<file path="config.mk">
export PLATFORM = sky130hd
export DESIGN_NAME = ahob_ctrl
export DESIGN_NICKNAME = d
export VERILOG_FILES = /design/src/design/ahob_pkg.sv /design/src/design/ahob_ctrl.sv
export SDC_FILE = /design/constraint.sdc
export NUM_CORES = 1
export LEC_CHECK = 0
export BUFFER_PORTS_ARGS = -buffer_cell sky130_fd_sc_hd__buf_2
export CORE_MARGIN = 1.5
export CORE_UTILIZATION = 39
export CTS_BUF_LIST = sky130_fd_sc_hd__clkbuf_8
export DETAILED_ROUTE_END_ITERATION = 10
export GPL_TIMING_DRIVEN = 1
export PLACE_DENSITY = 0.65
export SLEW_MARGIN = 30
export SYNTH_ARGS = -nofsm -noshare
export SYNTH_HDL_FRONTEND = slang
export SYNTH_SLANG_ARGS = --single-unit
export TNS_END_PERCENT = 5
</file>
<file path="constraint.sdc">
create_clock -name clk -period 5.35 [get_ports clk]
set_input_delay 0.535 -clock clk [delete_from_list [all_inputs] [get_ports clk]]
set_output_delay 0.535 -clock clk [all_outputs]
set_load 0.05 [all_outputs]
</file>
<file path="src/design/ahob_pkg.sv">
`timescale 1ns / 1ps
// ----------------------------------------------------------------------------
// ahob_pkg
// Shared types, constants and the sine table for the harmonic oscillator bank.
// ----------------------------------------------------------------------------
package ahob_pkg;

  localparam int MAX_HARMONICS  = 128;
  localparam int HIDX_W         = $clog2(MAX_HARMONICS);
  localparam int KCNT_W         = $clog2(MAX_HARMONICS + 1);
  localparam int SINE_ADDR_BITS = 10;
  localparam int ROM_DEPTH      = 1 << SINE_ADDR_BITS;
  localparam int QUARTER_SZ     = ROM_DEPTH / 4;
  localparam int ACC_W          = 24;
  localparam int LIMIT_W        = 8;
  localparam int LIMIT_RESET    = 100;
  localparam int AMP_RESET_VAL  = 9830;
  localparam int AMP_RESET_IDX  = 99;

  // Harmonic k is summed while (k+1) * 9 * (inc >> 16) stays at or below this.
  localparam int ALIAS_NUM = 262144;
  localparam int DSTEP_W   = 20;

  localparam logic REQ_SAMPLE = 1'b0;
  localparam logic REQ_WRITE  = 1'b1;

  localparam longint unsigned ONE_Q30     = 64'd1 << 30;
  localparam longint unsigned HALF_PI_Q30 = 64'd1686629713;
  localparam int unsigned TAYLOR_DIV [5] = '{110, 72, 42, 20, 6};

  typedef logic signed [ACC_W-1:0] acc_t;
  typedef logic signed [15:0]      smp_t;
  typedef smp_t                    sine_tab_t [ROM_DEPTH];

  typedef struct packed {
    logic        req_type;
    logic [31:0] phase_inc;
    logic        octave_down;
    logic [1:0]  mix_mode;
    logic [6:0]  coef_index;
    logic signed [15:0] coef_value;
  } ahob_in_t;

  typedef struct packed {
    logic signed [15:0] left_sample;
    logic signed [15:0] right_sample;
  } ahob_out_t;

  typedef struct packed {
    logic              amp_wr;
    logic              load;
    logic              issue;
    logic [HIDX_W-1:0] issue_idx;
    logic              mix_mul;
    logic              left_sel;
    logic              shape_go;
    logic              shape_sel;
    logic              out_load;
  } ahob_cmd_t;

  typedef struct packed {
    logic pipe_busy;
    logic shape_done;
    logic out_free;
  } ahob_sts_t;

  function automatic smp_t quarter_sine(input int unsigned j);
    longint unsigned x;
    longint unsigned x2;
    longint unsigned r;
    longint unsigned s;
    x  = (HALF_PI_Q30 * longint'(j)) / QUARTER_SZ;
    x2 = (x * x) >> 30;
    r  = ONE_Q30;
    for (int n = 0; n < 5; n++) begin
      r = ONE_Q30 - (((x2 * r) >> 30) / TAYLOR_DIV[n]);
    end
    s = (x * r) >> 30;
    return 16'((s * 64'd32767 + (64'd1 << 29)) >> 30);
  endfunction

  function automatic sine_tab_t ahob_sine_table();
    sine_tab_t   tab;
    int unsigned quad;
    int unsigned j;
    smp_t        v;
    for (int i = 0; i < ROM_DEPTH; i++) begin
      quad = i / QUARTER_SZ;
      j    = i % QUARTER_SZ;
      v    = quad[0] ? quarter_sine(QUARTER_SZ - j) : quarter_sine(j);
      tab[i] = quad[1] ? -v : v;
    end
    return tab;
  endfunction

  function automatic acc_t sat_acc(input logic signed [47:0] v);
    if (v > 48'sd8388607) return acc_t'(24'sh7FFFFF);
    if (v < -48'sd8388608) return acc_t'(24'sh800000);
    return acc_t'(v[ACC_W-1:0]);
  endfunction

  function automatic logic signed [15:0] amp_reset(input logic [HIDX_W-1:0] idx);
    if (int'(idx) == 0 || int'(idx) == AMP_RESET_IDX) return 16'(AMP_RESET_VAL);
    return '0;
  endfunction

endpackage

</file>
<file path="src/design/ahob_ctrl.sv">
`timescale 1ns / 1ps
// ----------------------------------------------------------------------------
// ahob_ctrl
// Controller: request decode, harmonic count and issue, and sequencing of
// the mix, shaping and result steps. Holds the harmonic limit register.
// ----------------------------------------------------------------------------
module ahob_ctrl
  import ahob_pkg::*;
(
  input  logic               clk,
  input  logic               rst_n,
  input  logic               in_valid,
  output logic               in_ready,
  input  ahob_in_t           in_data,
  input  logic               cfg_valid,
  output logic               cfg_ready,
  input  logic [LIMIT_W-1:0] cfg_data,
  input  ahob_sts_t          sts,
  output ahob_cmd_t          cmd
);

  typedef enum logic [9:0] {
    S_IDLE  = 10'b0000000001,
    S_RUN   = 10'b0000000010,
    S_DRAIN = 10'b0000000100,
    S_MUL   = 10'b0000001000,
    S_LEFT  = 10'b0000010000,
    S_SHL   = 10'b0000100000,
    S_WTL   = 10'b0001000000,
    S_SHR   = 10'b0010000000,
    S_WTR   = 10'b0100000000,
    S_FIN   = 10'b1000000000
  } state_t;

  state_t             state_r, state_nxt;
  logic [LIMIT_W-1:0] limit_r;
  logic [KCNT_W-1:0]  lim_r, lim_nxt;
  logic [KCNT_W-1:0]  kcnt_r, kcnt_nxt;
  logic [DSTEP_W-1:0] dstep_r, dstep_nxt;
  logic [DSTEP_W-1:0] kd_r, kd_nxt;
  logic [31:0]        inc;
  logic [DSTEP_W-1:0] dstep_in;
  logic               accept;
  logic               can_issue;

  assign inc      = in_data.octave_down ? (in_data.phase_inc >> 1) : in_data.phase_inc;
  assign dstep_in = DSTEP_W'({inc[31:16], 3'b0}) + DSTEP_W'(inc[31:16]);
  assign accept   = in_valid && in_ready;
  assign in_ready = (state_r == S_IDLE);
  assign cfg_ready = 1'b1;
  assign can_issue = (kcnt_r < lim_r) && (kd_r <= DSTEP_W'(ALIAS_NUM));

  always_comb begin
    state_nxt = state_r;
    lim_nxt   = lim_r;
    kcnt_nxt  = kcnt_r;
    dstep_nxt = dstep_r;
    kd_nxt    = kd_r;
    cmd       = '0;
    cmd.issue_idx = kcnt_r[HIDX_W-1:0];
    unique case (state_r)
      S_IDLE: begin
        if (accept) begin
          if (in_data.req_type == REQ_WRITE) begin
            cmd.amp_wr = 1'b1;
          end else begin
            cmd.load  = 1'b1;
            lim_nxt   = (int'(limit_r) > MAX_HARMONICS) ? KCNT_W'(MAX_HARMONICS)
                                                        : KCNT_W'(limit_r);
            kcnt_nxt  = '0;
            dstep_nxt = dstep_in;
            kd_nxt    = dstep_in;
            state_nxt = S_RUN;
          end
        end
      end
      S_RUN: begin
        if (can_issue) begin
          cmd.issue = 1'b1;
          kcnt_nxt  = kcnt_r + 1'b1;
          kd_nxt    = kd_r + dstep_r;
        end else begin
          state_nxt = S_DRAIN;
        end
      end
      S_DRAIN: if (!sts.pipe_busy) state_nxt = S_MUL;
      S_MUL: begin
        cmd.mix_mul = 1'b1;
        state_nxt   = S_LEFT;
      end
      S_LEFT: begin
        cmd.left_sel = 1'b1;
        state_nxt    = S_SHL;
      end
      S_SHL: begin
        cmd.shape_go = 1'b1;
        state_nxt    = S_WTL;
      end
      S_WTL: if (sts.shape_done) state_nxt = S_SHR;
      S_SHR: begin
        cmd.shape_go  = 1'b1;
        cmd.shape_sel = 1'b1;
        state_nxt     = S_WTR;
      end
      S_WTR: if (sts.shape_done) state_nxt = S_FIN;
      S_FIN: begin
        if (sts.out_free) begin
          cmd.out_load = 1'b1;
          state_nxt    = S_IDLE;
        end
      end
      default: state_nxt = S_IDLE;
    endcase
  end

  always_ff @(posedge clk) begin
    if (!rst_n) begin
      state_r <= S_IDLE;
      limit_r <= LIMIT_W'(LIMIT_RESET);
      lim_r   <= '0;
      kcnt_r  <= '0;
      dstep_r <= '0;
      kd_r    <= '0;
    end else begin
      state_r <= state_nxt;
      lim_r   <= lim_nxt;
      kcnt_r  <= kcnt_nxt;
      dstep_r <= dstep_nxt;
      kd_r    <= kd_nxt;
      if (cfg_valid && cfg_ready) limit_r <= cfg_data;
    end
  end

endmodule

</file>
==> results of run 1 <==
==> worst max-delay path: stages <==
cell	delay, ns
buf_2	0.30
mux2_2	0.42
ha_1	0.25
fa_1	0.43
a211o_1	0.30
a211oi_1	0.31
o32ai_1	0.17
o41a_1	0.36
a221o_1	0.34
nand4_1	0.18
a21boi_0	0.21
a21oi_1	0.09
==> cell families (layout without fill, tap and decap cells) <==
kind of cell / after synthesis / after routing / share of synthesized area
compound gates: 170 / 170 / 0.219
xor+xnor: 33 / 33 / 0.0563
fa+ha+maj: 42 / 42 / 0.105
buf+inv: 61 / 94 / 0.0570
flops: 74 / 74 / 0.288
mux: 25 / 25 / 0.0521
other cells: 1 / 1 / 0.000730
simple gates: 228 / 228 / 0.221
==> cells in the final DEF (no fill, tap or decap), drive strengths merged, types with 6 or more instances in the layout <==
cell,instances
nor2b,11
xor2,10
inv,29
nand3,15
xnor2,23
o31ai,6
nand3b,10
clkbuf,9
nand2,58
mux2i,11
and3,7
nor3,13
ha,40
a21oi,60
nor4,7
dfxtp,74
o21ai,24
buf,51
nor2,72
a211oi,24
a21o,11
mux2,14
nand4,6
o21bai,6
==> final timing paths <==
path,to,slack [ns],depth (start not counted)
min reg2reg,lim_r[7]$_SDFFE_PN0P_,0.46,2
max reg2reg,kd_r[5]$_SDFFE_PN0P_,2.30,8
max,kd_r[19]$_SDFFE_PN0P_,1.68,12
min,limit_r[5]$_SDFFE_PN1P_,0.39,3
==> through the flow <==
stage                     hold slack [ns]  cells  cell area (µm²)
final                               0.389    839             5640
after floorplan                     0.432    634             5140
after CTS                           0.378    839             5640
after detailed placement            0.445    823             5430
after global placement              0.442    823             5430
after global routing                0.392    839             5640
==> cell type report <==
class | instances | area (µm²) | share of cell area
multi-input cells | 499 | 3360 | 0.596
flip-flops and latches | 74 | 1480 | 0.263
well taps | 172 | 215 | 0.0382
repair buffers | 51 | 263 | 0.0466
clock inverters | 7 | 85.1 | 0.0151
inverters | 27 | 106 | 0.0189
clock buffers | 9 | 124 | 0.0220
==> state kept, by name, indices dropped and copies added (netlist names) <==
name     flops
kcnt_r       8
state_r     10
limit_r      8
kd_r        20
lim_r        8
dstep_r     20
==> power by group through the flow <==
stage               logic, µW  clock network (µW)  registers, µW
finish                    563                 464            642
global route              627                 498            650
detailed placement        558                   0            654
global placement          546                   0            652
floorplan                 442                   0            640
CTS                       562                 475            642
==> layer usage <==
layer	GRT usage	wire, µm
met1	0.254	6250
met2	0.298	5590
met3	0.0237	456
met4	0.0434	125
met5	0	0
==> impl_metrics.tcl, run 1 <==
set metrics [dict create \
    drc_errors 0 \
    worst-path-max-fanout 18 \
    cts_setup_buffers 0 \
    post_cts_resized 0 \
    drv_cap 0 \
    required_ns 5.57 \
    ios 91 \
    floorplan.initialDensity 0.404 \
    finalSetupViolCount 0 \
    pwr-share-seq 0.385 \
    dp_hpwl_um 9210 \
    cts_sinks 74 \
    combPwrFrac 0.337 \
    cts_hold_buf 0 \
    grt_pass1_wl_um 20900 \
    drt.antenna.violating_nets 0 \
    worstSetupPathType "in2reg" \
    numCtsBuffers 9 \
    start_kind "primary input" \
    dieArea_um2 13900 \
    first_pass_iters 5 \
    grt_pass1_vias 4297 \
    place_ws_ns 1.31 \
    async_flop_share 0 \
    p_total_uw 1670 \
    htreeDepth 3 \
    insertion_delay_ns 0.36 \
    grt_max_degree 49 \
    synth_area_leader_cell "dfxtp_1" \
    ys_warn_count 0 \
    die_h_um 118 \
    antenna_found_initial 0 \
    hold_path.class "in2reg" \
    reg2reg_from "state_r[6]$_SDFFE_PN0P_" \
    slew_headroom 0.433 \
    worst_pin_slew_ns 0.848 \
    arrival_ns 3.90 \
    fin_crit_sh 0.687 \
    vias 4545 \
    drv_slew 0 \
    synth.avg_cell_area_um2 8.10 \
    finalCoreUtilization 0.443 \
    core-area_um2 12700 \
    hold_viol 0 \
    syn_nets 750 \
    nFillCells 1303 \
    wl_per_cell_um 14.8 \
    outcome "finished, final reports clean" \
    p_leak_uw 0.00234 \
    overflow 0 \
    synthesis.area_um2 5140 \
    fin_ws_ns 1.68 \
    synthTopCellsByArea "dfxtp_1 (29%), ha_1 (9.7%), a21oi_1 (5.8%), nor2_1 (5.2%), nand2_1 (4.2%)" \
    area_delta_synth_final_pct 9.74 \
    fin_skew_ns 0.0185 \
    die_w_um 118 \
    startpoint "in_data[25]" \
    synth_edf_count 0 \
    synth_common_cells "dfxtp_1 (74), nor2_1 (71), a21oi_1 (60)" \
    row_count 41 \
    grt_usage 0.182 \
    drt_iter0_drc 389 \
    synth_cell_types 66 \
    ys_ff_latch 74 \
    wl_um 12400 \
    min_period_ns 3.67 \
    cp-end-kind "register" \
    diodes 0 \
    syn_inst 634 \
    synth_top_area_frac 0.288 \
    yosysMostFrequentCell "dfxtp_1" \
    finalSetupTns_ns 0 \
    timing.fmax_mhz 272 \
    cts_root_buffer "clkbuf_8" \
    detail_route.vias_per_cell 5.42 \
    intPower_uw 1040 \
    fin_nets 778 \
    io_buffers 48 \
    p_sw_uw 627 \
    clockBufferDepth 2 \
    peakVddDrop_mv 0.146 \
    clkPwrFrac 0.278 \
    cts_tree "built" \
    power.density_nw_per_um2 296 \
    drive_gt1_frac 0.144 \
    ys_seq_area_frac 0.288 \
    globalplace.congestion 0.868 \
    p_sw_frac 0.376 \
    worstHoldStart "cfg_data[5]" \
    ys.flop_type "dfxtp_1" \
    clkTransAtPathRegs_ns 0.10 \
    rsz0062_at_grt "false" \
]
No activity file was read; power rests on OpenSTA's default activity.
==> inputs of run 2 (changes only) <==
--- a/config.mk
+++ b/config.mk
@@ -5,13 +5,14 @@
 export SDC_FILE = /design/constraint.sdc
 export NUM_CORES = 1
 export LEC_CHECK = 0
+export ABC_AREA = 1
 export BUFFER_PORTS_ARGS = -buffer_cell sky130_fd_sc_hd__buf_2
 export CORE_MARGIN = 1.5
 export CORE_UTILIZATION = 39
 export CTS_BUF_LIST = sky130_fd_sc_hd__clkbuf_8
 export DETAILED_ROUTE_END_ITERATION = 10
 export GPL_TIMING_DRIVEN = 1
-export PLACE_DENSITY = 0.65
+export PLACE_DENSITY = 0.67
 export SLEW_MARGIN = 30
 export SYNTH_ARGS = -nofsm -noshare
 export SYNTH_HDL_FRONTEND = slang
==> constraint.sdc (replaced) <==
create_clock -name clk -period 3.1 [get_ports clk]
set_input_delay 0.31 -clock clk [delete_from_list [all_inputs] [get_ports clk]]
set_output_delay 0.31 -clock clk [all_outputs]
set_load 0.05 [all_outputs]
==> impl_metrics.tcl, run 2 <==
set metrics [dict create \
    min_to "limit_r[5]$_SDFFE_PN1P_" \
    critical_path.most_common_cell "nand2_1" \
    reg2reg_from "lim_r[7]$_SDFFE_PN0P_" \
    worstSetupPathType "reg2out" \
    start_kind "register" \
    worst-path-max-fanout 8 \
    die_h_um 125 \
    crit_slowest_cell "ha_1" \
    p_leak_uw 0.00342 \
    cp-end-kind "output port" \
    area_delta_synth_final_pct 9.74 \
    ys_warn_count 0 \
    grt_pass1_wl_um 24900 \
    insertion_delay_ns 0.36 \
    ys_seq_area_frac 0.255 \
    globalplace.congestion 0.921 \
    row_count 44 \
    hold_path.class "in2reg" \
    core-area_um2 14500 \
    clkTransAtPathRegs_ns 0.08 \
    io_buffers 48 \
    reg2reg_depth 13 \
    r2r_end "kd_r[10]$_SDFFE_PN0P_" \
    ios 91 \
    p_total_uw 4140 \
    synthesis.area_um2 5820 \
    finalSetupViolCount 0 \
    drc_errors 0 \
    outcome "finished, final reports clean" \
    syn_nets 1072 \
    async_flop_share 0 \
    final_cell_mix "nand2_1 (284), nor2_1 (126), inv_1 (122)" \
    worst_pin_slew_ns 0.599 \
    drt_iter0_drc 321 \
    grt_usage 0.192 \
    top_regs "dstep_r x20, kd_r x20, state_r x10" \
    arrival_ns 2.23 \
    synth_cell_types 45 \
    synth.avg_cell_area_um2 6.09 \
    first_pass_iters 6 \
    path_buf_inv 3 \
    synth_edf_count 0 \
    htreeDepth 3 \
    intPower_uw 2240 \
    cp_cell_sequence "inv_1 -> ha_1 -> nand2_1 -> nand2_1 -> nor2_1 -> nand2_1 -> nor2_2 -> nand3_4 -> inv_1 -> buf_2" \
    overflow 0 \
    synthTopCellsByArea "dfxtp_1 (25%), nand2_1 (18%), ha_1 (8.6%), nor2_1 (8.1%), inv_1 (7.7%)" \
    die_w_um 125 \
    clkPwrFrac 0.183 \
    fin_skew_ns 0.0157 \
    cts_setup_buffers 0 \
    yosysMostFrequentCell "nand2_1" \
    r2r_slack_ns 0.90 \
    min_period_ns 2.54 \
    drt.antenna.violating_nets 0 \
    wl_per_cell_um 12.4 \
    syn_inst 956 \
    synth_common_cells "nand2_1 (284), nor2_1 (126), inv_1 (120)" \
    fin_crit_sh 0.820 \
    drv_slew 0 \
    power.density_nw_per_um2 649 \
    numCtsBuffers 9 \
    diodes 0 \
    hold_path_depth 3 \
    ys.flop_type "dfxtp_1" \
    drv_cap 0 \
    antenna_found_initial 0 \
    drive_gt1_frac 0.0890 \
    floorplan.initialDensity 0.400 \
    pwr-share-seq 0.319 \
    fin_nets 1111 \
    synth_area_leader_cell "dfxtp_1" \
    peakVddDrop_mv 0.223 \
    slew_headroom 0.600 \
    grt_pass1_vias 5179 \
    detail_route.vias_per_cell 4.94 \
    startpoint "lim_r[7]$_SDFFE_PN0P_" \
    synth_top_area_frac 0.255 \
    cts_root_buffer "clkbuf_8" \
    dp_hpwl_um 11600 \
    vias 5850 \
    clockBufferDepth 2 \
    p_sw_uw 1910 \
    grt_max_degree 33 \
    post_cts_resized 0 \
    rsz0062_at_grt "false" \
    max_stage_delay_ns 0.33 \
    cp_top_family "simple AND/OR/NAND/NOR gates" \
    finalCoreUtilization 0.439 \
    timing.fmax_mhz 393 \
    dieArea_um2 15700 \
    worstHoldStart "cfg_data[5]" \
    ys_ff_latch 74 \
    cts_tree "built" \
    required_ns 2.79 \
    hold_viol 0 \
    p_sw_frac 0.461 \
    finalSetupTns_ns 0 \
    wl_um 14700 \
    cts_sinks 74 \
    cts_hold_buf 0 \
    final_common_cell "nand2_1" \
    combPwrFrac 0.498 \
]
## run 2: worst max path at each step
stage,end,depth (start not counted)
2_1_floorplan,dstep_r[16]$_SDFFE_PN0P_,16
3_3_place_gp,kd_r[15]$_SDFFE_PN0P_,15
3_5_place_dp,kd_r[15]$_SDFFE_PN0P_,15
4_1_cts,cmd[12],10
5_1_grt,dstep_r[15]$_SDFFE_PN0P_,14
6_report,cmd[12],10
## run 2: layout make-up
| type | count | area [µm²] |
|---|---|---|
| clock buffer | 10 | 138 |
| clock inverter | 6 | 58.8 |
| fill | 1598 | 8150 |
| inverter | 124 | 465 |
| multi-input combinational | 730 | 3710 |
| sequential | 74 | 1480 |
| tap | 184 | 230 |
| timing repair buffer | 56 | 300 |
## run 2: power by group through the flow
stage	sequential, µW	combinational [µW]	clock [µW]
after floorplan	1290	1620	0
after global placement	1340	2040	0
after detailed placement	1340	2050	0
after CTS	1320	2060	779
after global routing	1350	2340	828
final	1320	2060	759
## run 2: cell families (layout without fill, tap and decap cells)
group	Yosys count	count (layout)	synth area share
compound gates	138	138	0.129
xor+xnor	17	17	0.0256
fa+ha+maj	42	42	0.0929
buf+inv	152	196	0.108
flops	74	74	0.255
mux	1	1	0.00172
other cells	1	1	0.000644
simple gates	531	531	0.388
## run 2: through the flow
stage	instance area, µm²	worst slack, ns	hold slack [ns]	std cells
finish	6390	0.557	0.160	1184
global route	6390	0.259	0.165	1184
CTS	6390	0.517	0.149	1184
detailed placement	6190	0.291	0.452	1168
global placement	6190	0.339	0.445	1168
floorplan	5820	0.726	0.428	956
## run 2: layer usage
layer	routed length, µm	up-vias	GRT usage
li1	-	3136	-
met1	7370	2574	0.274
met2	6460	125	0.299
met3	626	15	0.0270
met4	244	0	0.0588
met5	0	-	0
## run 2: worst register-to-register path: stages (launching register included)
cell,delay (ns)
dfxtp_1,0.31
inv_1,0.05
ha_1,0.33
nand2_1,0.08
nand2_1,0.06
nor2_1,0.09
nand2_1,0.07
nor2_2,0.14
nand3_4,0.18
nand2_4,0.29
buf_4,0.24
o21ai_0,0.10
nor2_1,0.11
nor2_1,0.04
==> inputs of run 3 (changes only) <==
--- a/config.mk
+++ b/config.mk
@@ -12,7 +12,7 @@
 export CTS_BUF_LIST = sky130_fd_sc_hd__clkbuf_8
 export DETAILED_ROUTE_END_ITERATION = 10
 export GPL_TIMING_DRIVEN = 1
-export PLACE_DENSITY = 0.67
+export PLACE_DENSITY = 0.64
 export SLEW_MARGIN = 30
 export SYNTH_ARGS = -nofsm -noshare
 export SYNTH_HDL_FRONTEND = slang
==> constraint.sdc (replaced) <==
create_clock -name clk -period 2.6 [get_ports clk]
set_input_delay 0.26 -clock clk [delete_from_list [all_inputs] [get_ports clk]]
set_output_delay 0.26 -clock clk [all_outputs]
set_load 0.05 [all_outputs]
==> impl_metrics.tcl, run 3 (synthesized netlist as in run 2, its figures left out) <==
set metrics [dict create \
    outcome "finished, final reports clean" \
    area_delta_synth_final_pct 11.2 \
    core-area_um2 14500 \
    dp_hpwl_um 11900 \
    fin_skew_ns 0.0169 \
    diodes 0 \
    min_period_ns 2.47 \
    finalInstanceArea_um2 6470 \
    vias 5946 \
    arrival_ns 2.21 \
    detail_route.vias_per_cell 5.00 \
    floorplan.initialDensity 0.400 \
    timing.fmax_mhz 405 \
    first_pass_iters 5 \
    dieArea_um2 15700 \
    io_buffers 48 \
    ios 91 \
    wl_per_cell_um 12.7 \
    drt_iter0_drc 413 \
    dp.cells 1174 \
    final_cell_mix "nand2_1 (284), nor2_1 (126), inv_1 (120)" \
    drv_cap 0 \
    required_ns 2.34 \
    slew_headroom 0.581 \
    peakVddDrop_mv 0.348 \
    htreeDepth 3 \
    cts_hold_buf 0 \
    top_regs "dstep_r x20, kd_r x20, state_r x10" \
    layout.cells.non_filler 1190 \
    clkTransAtPathRegs_ns 0.09 \
    worst_pin_slew_ns 0.622 \
    grt_pass1_wl_um 25200 \
    nFillCells 1633 \
    row_count 44 \
    cts_root_buffer "clkbuf_8" \
    wl_um 15100 \
    antenna_found_initial 0 \
    die_w_um 125 \
    worstSetupPathType "reg2out" \
    p_total_uw 5100 \
    cts_setup_buffers 0 \
    p_leak_uw 0.00345 \
    insertion_delay_ns 0.37 \
    drive_gt1_frac 0.0964 \
    clockBufferDepth 2 \
    cp-end-kind "output port" \
    drt.antenna.violating_nets 0 \
    hold_path.class "in2reg" \
    power.density_nw_per_um2 788 \
    grt_pass1_vias 5234 \
    start_kind "register" \
    grt_max_degree 46 \
    globalplace.congestion 0.872 \
    placed_area_um2 6250 \
    seq_area_um2 1480 \
    place_ws_ns 0.0716 \
    numCtsBuffers 9 \
    overflow 0 \
    fin_nets 1117 \
    cts_sinks 74 \
    hold_viol 0 \
    worst-path-max-fanout 18 \
    fin_ws_ns 0.133 \
    drv_slew 0 \
    fin_crit_sh 0.949 \
    cts_tree "built" \
    drc_errors 0 \
    final_common_cell "nand2_1" \
    grt_usage 0.196 \
    post_cts_resized 0 \
    multiInputGateArea_um2 3710 \
    rsz0062_at_grt "false" \
    finalSetupTns_ns 0 \
    finalSetupViolCount 0 \
    die_h_um 125 \
]
-- run 3: cell types whose count changed in the layout (fill, tap and decap cells not counted), sizes merged --
| cell | before | now |
|---|---|---|
| bufinv | 1 | 2 |
| inv | 124 | 123 |
| buf | 56 | 61 |
| clkinvlp | 1 | 2 |
-- run 3: final cells by class --
cell class	instances	area share
multi-input cells	730	0.574
flip-flops and latches	74	0.229
inverters	124	0.0725
repair buffers	62	0.0557
well taps	184	0.0356
clock buffers	9	0.0191
clock inverters	7	0.0145
-- run 3: through the flow --
| step | hold slack, ns | util |
|---|---|---|
| detailed placement | 0.451 | 0.430 |
| CTS | 0.0915 | 0.445 |
| global route | 0.107 | 0.445 |
| finish | 0.101 | 0.445 |
| floorplan | 0.382 | - |
| global placement | 0.446 | 0.430 |
-- run 3: path summary, 6_finish.rpt --
check                          startpoint                 endpoint  slack (ns)  depth (start not counted)
setup / recovery  state_r[9]$_SDFFE_PN0P_                  cmd[13]        0.13                          6
hold / removal                cfg_data[6]  limit_r[6]$_SDFFE_PN1P_        0.10                          3
setup reg to reg  dstep_r[0]$_SDFFE_PN0P_    kd_r[16]$_SDFFE_PN0P_        0.32                         12
hold reg to reg     lim_r[5]$_SDFFE_PN0P_    lim_r[5]$_SDFFE_PN0P_        0.47                          2
-- run 3: power breakdown --
part	internal, µW	switching (µW)	leakage (µW)
Sequential	1380	202	0.000605
Combinational	853	1660	0.00273
Clock	540	468	0.000111
Total	2770	2330	0.00345
-- run 3: metal layers --
layer,GRT usage,up-vias,wire [µm]
met3,0.0295,19,660
met4,0.0648,0,282
met5,0,-,0
met1,0.268,2657,7380
li1,-,3154,-
met2,0.317,116,6730
-- run 3: critical path, stage by stage (launching register included) --
cell	delay, ns
dfxtp_1	0.37
nor2_4	0.20
inv_2	0.11
nor3_4	0.36
nand3_4	0.15
inv_2	0.30
buf_2	0.33
